==> src/fct_pkg.sv <==
// ----------------------------------------------------------------------------
// fct_pkg
// Shared types, constants and codes for the per-flow counter table.
// ----------------------------------------------------------------------------
package fct_pkg;

   // table geometry
   localparam int TABLE_ENTRIES = 64;
   localparam int COUNT_BITS    = 32;
   localparam int IDX_BITS      = (TABLE_ENTRIES > 1) ? $clog2(TABLE_ENTRIES) : 1;
   localparam int KEY_BITS      = 48;

   // transaction field widths
   localparam int IP_BITS       = 32;
   localparam int PORT_BITS     = 16;
   localparam int STATUS_BITS   = 3;
   localparam int SLOT_BITS     = 6;
   localparam int MSG_BITS      = 32;

   typedef enum logic {
      KIND_DATA  = 1'b0,
      KIND_CLOSE = 1'b1
   } kind_type;

   typedef enum logic [STATUS_BITS-1:0] {
      STAT_HIT        = 3'd0,
      STAT_NEW        = 3'd1,
      STAT_FULL       = 3'd2,
      STAT_CLOSED     = 3'd3,
      STAT_CLOSE_MISS = 3'd4
   } status_type;

   typedef struct packed {
      kind_type             kind;
      logic [IP_BITS-1:0]   src_ip;
      logic [PORT_BITS-1:0] src_port;
   } req_type;

   typedef struct packed {
      status_type           status;
      logic [SLOT_BITS-1:0] slot;
      logic [MSG_BITS-1:0]  msg_count;
   } rsp_type;

   // controller states
   typedef enum logic [3:0] {
      FSM_IDLE   = 4'b0001,
      FSM_SCAN   = 4'b0010,
      FSM_FINISH = 4'b0100,
      FSM_COMMIT = 4'b1000
   } fsm_type;

   // controller to datapath
   typedef struct packed {
      logic load;
      logic scan;
      logic commit;
   } ctrl_cmd_type;

   // datapath to controller
   typedef struct packed {
      logic scan_last;
   } ctrl_status_type;

   localparam logic [COUNT_BITS-1:0] COUNT_MAX = {COUNT_BITS{1'b1}};

endpackage

==> src/fct_ctrl.sv <==
// ----------------------------------------------------------------------------
// fct_ctrl
// Controller: sequences load, table scan, final compare and commit.
// ----------------------------------------------------------------------------
module fct_ctrl (
   input  logic                     clock,
   input  logic                     reset,
   input  logic                     start,
   output logic                     busy,
   input  fct_pkg::ctrl_status_type stat,
   output fct_pkg::ctrl_cmd_type    cmd
);

   fct_pkg::fsm_type state_ff;
   fct_pkg::fsm_type state_in;

   // next state
   always_comb begin
      state_in = state_ff;
      case (state_ff)
         fct_pkg::FSM_IDLE: begin
            if (start) state_in = fct_pkg::FSM_SCAN;
         end
         fct_pkg::FSM_SCAN: begin
            if (stat.scan_last) state_in = fct_pkg::FSM_FINISH;
         end
         fct_pkg::FSM_FINISH: begin
            state_in = fct_pkg::FSM_COMMIT;
         end
         fct_pkg::FSM_COMMIT: begin
            state_in = fct_pkg::FSM_IDLE;
         end
         default: begin
            state_in = fct_pkg::FSM_IDLE;
         end
      endcase
   end

   always_ff @(posedge clock) begin
      if (reset) begin
         state_ff <= fct_pkg::FSM_IDLE;
      end else begin
         state_ff <= state_in;
      end
   end

   // commands to the datapath
   assign busy       = (state_ff != fct_pkg::FSM_IDLE);
   assign cmd.load   = (state_ff == fct_pkg::FSM_IDLE) && start;
   assign cmd.scan   = (state_ff == fct_pkg::FSM_SCAN);
   assign cmd.commit = (state_ff == fct_pkg::FSM_COMMIT);

endmodule

==> config.mk <==
export PLATFORM = sky130hd
export DESIGN_NAME = fct_ctrl
export DESIGN_NICKNAME = d
export VERILOG_FILES = /design/src/fct_pkg.sv /design/src/fct_ctrl.sv
export SDC_FILE = /design/constraint.sdc
export NUM_CORES = 1
export LEC_CHECK = 0
export BUFFER_PORTS_ARGS = -buffer_cell sky130_fd_sc_hd__buf_4
export CAP_MARGIN = 20
export CORE_AREA = 2 2 39 41
export DETAILED_ROUTE_END_ITERATION = 8
export DIE_AREA = 0 0 41 43
export HOLD_SLACK_MARGIN = 0.08
export PLACE_DENSITY_LB_ADDON = 0.12
export SYNTH_ARGS = -nofsm -noshare
export SYNTH_HDL_FRONTEND = slang
export SYNTH_SLANG_ARGS = --single-unit
==> constraint.sdc <==
create_clock -name clock -period 3.1 [get_ports clock]
set_clock_uncertainty 0.1 [all_clocks]
set_input_delay 0.31 -clock clock [delete_from_list [all_inputs] [get_ports clock]]
set_output_delay 0.31 -clock clock [all_outputs]
set_load 0.02 [all_outputs]
=== Word-level counts from Yosys, hierarchy flattened ===
Index checks and enable logic that the tools add are counted.

* Flip-flop bits (word level): 4
* Word-level logic and storage cells: 13

* Equal/unequal tests: 7
* Muxes and demuxes: 3
* Reduce and logical (&&, ||, !) cells: 2

{| class="wikitable"
|+ Operator list
! operator !! number
|-
| one-hot mux 4 bit (3 select lines) || 1
|-
| two-way mux 4 bit || 2
|-
| == test 4 x 1 -> 1 bit, second input constant || 1
|-
| == test 4 x 2 -> 1 bit, second input constant || 1
|-
| == test 4 x 3 -> 1 bit, second input constant || 1
|-
| == test 4 bit, second input constant || 1
|-
| != test 2 bit, second input constant || 2
|-
| != test 4 x 1 -> 1 bit, second input constant || 1
|-
| AND reduction 2 bit || 1
|-
| logical AND 1 bit || 1
|}

=== Longest topological paths before layout ===
* Word-level depth: 3
* Mapped depth: 2
* Gate-level depth less buffers: 2

=== Worst setup path after synthesis ===
No wires, ideal clock.

* Path type: register to output
* From: register state_ff[1]
* To: output cmd[1] (netlist bit)
* Arrival time: 1.143 ns
* Required time: 2.690 ns
* Setup slack: 1.547 ns
* Cell stages (with the launch flop): 2
* Buffers on the path: 0
* Path through: dfxtp_1 > nor4b_1

{| class="wikitable"
|+ RTL lines
! element !! RTL line !! source
|-
| start: declaration || fct_ctrl.sv:14 || <nowiki>fct_pkg::fsm_type state_ff;</nowiki>
|-
| start signal: assignment || fct_ctrl.sv:41 || <nowiki>state_ff <= fct_pkg::FSM_IDLE;</nowiki>
|-
| start signal: assignment || fct_ctrl.sv:43 || <nowiki>state_ff <= state_in;</nowiki>
|-
| end: declaration || fct_ctrl.sv:11 || <nowiki>output fct_pkg::ctrl_cmd_type cmd</nowiki>
|}

==> metrics <==
result of the run completed; GRT Total Usage 6.73%; hold buffers post-CTS 0; Post-Synth Adder-Cell Area 0%; Final Cell Area 297 sq um; CP Cell Sequence nor3b_1 > and3b_1 > buf_4; Core Box Area 0.00138 sq mm; Placed Area 274 sq um; Slew headroom 79.2%; Buf+Inv Stages, Crit Path 1; post-synth cell types 14; TritonCTS clock tree built; Synth Area in Simple Gates 44.1%; Hold Path Stages 2; worst path arrival time 1.33 ns; post-CTS sizing 0; biggest regs state_ff x4; worst vdd ir 140 uV; yosys warns 0; final period utilization 56.0%; # DRC 0; Worst Tran Pin Value 0.311 ns; GP Congestion 0.714; setup_tns 0 ns; Synth Instances 20; Max-cap violations 0; largest net degree at the start of global routing 9; die height 43 microns; Setup CP Type flop to output pin; total gr overflow 0; fin cells 46; routing usage on met3 7.85%; CP delay by family, top simple AND/OR/NAND/NOR gates; vias in the first global route 202; Synth Register Bits 4; share of cells above drive strength 1 40.0%; R2R setup slack 1.78 ns; post-DP HPWL 349 microns; initial DRC count 0; slowest stage cell on the critical path dfxtp_1; dpl cells 43; post-synthesis average cell area 10.1 sq um; # IOs 8; clk slew on worst S/H paths 0.04 ns; router iterations before antenna repair 1; fin nets 36; global-route wire length before repair 745 microns; post-synthesis mux area share 0%; H-tree levels 1; WL final 472 microns; Crit path required time 2.69 ns; CTS buffer count 3; root buf cell clkbuf_4; Synth Net Count 24; clock buffer depth 2; Initial Utilization 14.6%; Fin. Hold Viols 0; diodes inserted 0; synthesis-to-layout area growth 47.2%; instance count on the critical path 3; Die X 41 microns; worst-path fanout max 8; PortBufs 7; GR Layer Usage met1 6.77%; via count 202; R2R Path End state_ff[1]; GR Layer Usage met2 8.75%; HP Class input pin to flop; Post-Syn Area 201 sq um; FF-to-FF path depth 2; Rows 14; hold wc startpoint reset; Tmin final 1.74 ns; Seq/Total Area, Yosys 39.8%; post-route ant nets 0; Synth Area in Compound Gates 11.8%; GR peak layer met2; # Post-CTS Setup Buffers 0; total die area 0.00176 sq mm; Critical R2R Launch state_ff[1]; Clock Sinks 4; post-synthesis xor/xnor area fraction 4.35%; main combinational cell family by area after synthesis simple AND/OR/NAND/NOR gates; fmax 576 MHz; Static Leakage 0.127 nW; unrepaired setup endpoints after global routing false; clk_lat worst skew 0.23 ns; initial antenna violation count 0; critical path startpoint category flop; vias per std cell 4.39; Max stage delay on crit path 0.43 ns; WHS Endpoint state_ff[1]; Setup violations, final 0; crit end category output pin; power density cells 486 mW/mm^2; max reg flops 4; Slew Viols, Final 0; Largest Register state_ff; drt wl/cell 10.3 microns
## per-layer routing
| layer | vias up | wire length [microns] |
|---|---|---|
| li1 | 102 | - |
| met1 | 94 | 216 |
| met2 | 6 | 200 |
| met3 | 0 | 54 |
| met4 | 0 | 0 |
| met5 | - | 0 |
## worst max path at each step
stage                startpoint     end  slack (ns)
floorplan           state_ff[1]  cmd[1]        1.55
global placement    state_ff[0]  cmd[2]        1.62
detailed placement  state_ff[0]  cmd[2]        1.60
CTS                 state_ff[0]  cmd[2]        1.34
global route        state_ff[0]  cmd[2]        1.26
finish              state_ff[0]  cmd[2]        1.36
## cell usage in the layout (no fill, tap or decap)
| cell type | n |
|---|---|
| buf_4 | 7 |
| dfxtp_1 | 4 |
| nor2_1 | 3 |
| clkbuf_4 | 3 |
| nor4b_1 | 2 |
| nor3b_1 | 1 |
| nand2b_1 | 1 |
| and3b_1 | 1 |
| and4_2 | 1 |
| or3b_1 | 1 |
| nand3b_1 | 1 |
| a2111oi_2 | 1 |
| and3_1 | 1 |
| xor2_1 | 1 |
| nor3_1 | 1 |
| a32oi_1 | 1 |
## logic make-up after synthesis
logic type       Yosys count
AND/OR/NAND/NOR           13
flip-flops                 4
XOR/XNOR                   1
AO/OA/AOI/OAI              2
## power breakdown
part	internal (W)	total (W)	switching (W)	leakage [nW]
combinational	0.0000124	0.0000234	0.0000110	0.0807
clock	0.0000432	0.0000628	0.0000196	0.0138
sequential	0.0000539	0.0000579	0.00000395	0.0327
## synth_stat cells
master	instances	area share (%)
nor3_1	1	2.5
and3b_1	1	4.3
nor4b_1	2	8.7
nand3b_1	1	3.7
nor3b_1	1	3.7
or3b_1	1	4.3
a2111oi_2	1	7.5
dfxtp_1	4	40
nor2_1	3	5.6
a32oi_1	1	4.3
xor2_1	1	4.3
and4_2	1	5.0
nand2b_1	1	3.1
and3_1	1	3.1
## worst register-to-register path, delay by kind of cell (launching register included)
family / cells / cell delay (ns)
AOI/OAI and AO/OA: 1 / 0.29
DFF: 1 / 0.45
and+or+nand+nor: 1 / 0.39
## per-stage QoR
| stage | util [%] | worst slack, ns | hold slack (ns) | power [W] |
|---|---|---|---|---|
| 5_1_grt | 21.4 | 1.26 | 0.150 | 0.000155 |
| 6_report | 21.4 | 1.36 | 0.159 | 0.000144 |
| 4_1_cts | 21.4 | 1.34 | 0.148 | 0.000148 |
| 3_3_place_gp | 19.8 | 1.62 | 0.400 | 0.0000827 |
| 3_5_place_dp | 19.8 | 1.60 | 0.397 | 0.0000823 |
| 2_1_floorplan | - | 1.55 | 0.279 | 0.0000713 |
## final cells by class
cell class | instances | area [sq um]
fill | 159 | 1090
multi-input combinational | 16 | 121
sequential | 4 | 80.1
timing repair buffer | 7 | 52.6
clock buffer | 3 | 22.5
tap | 16 | 20.0
(Power assumes the default switching activity.)
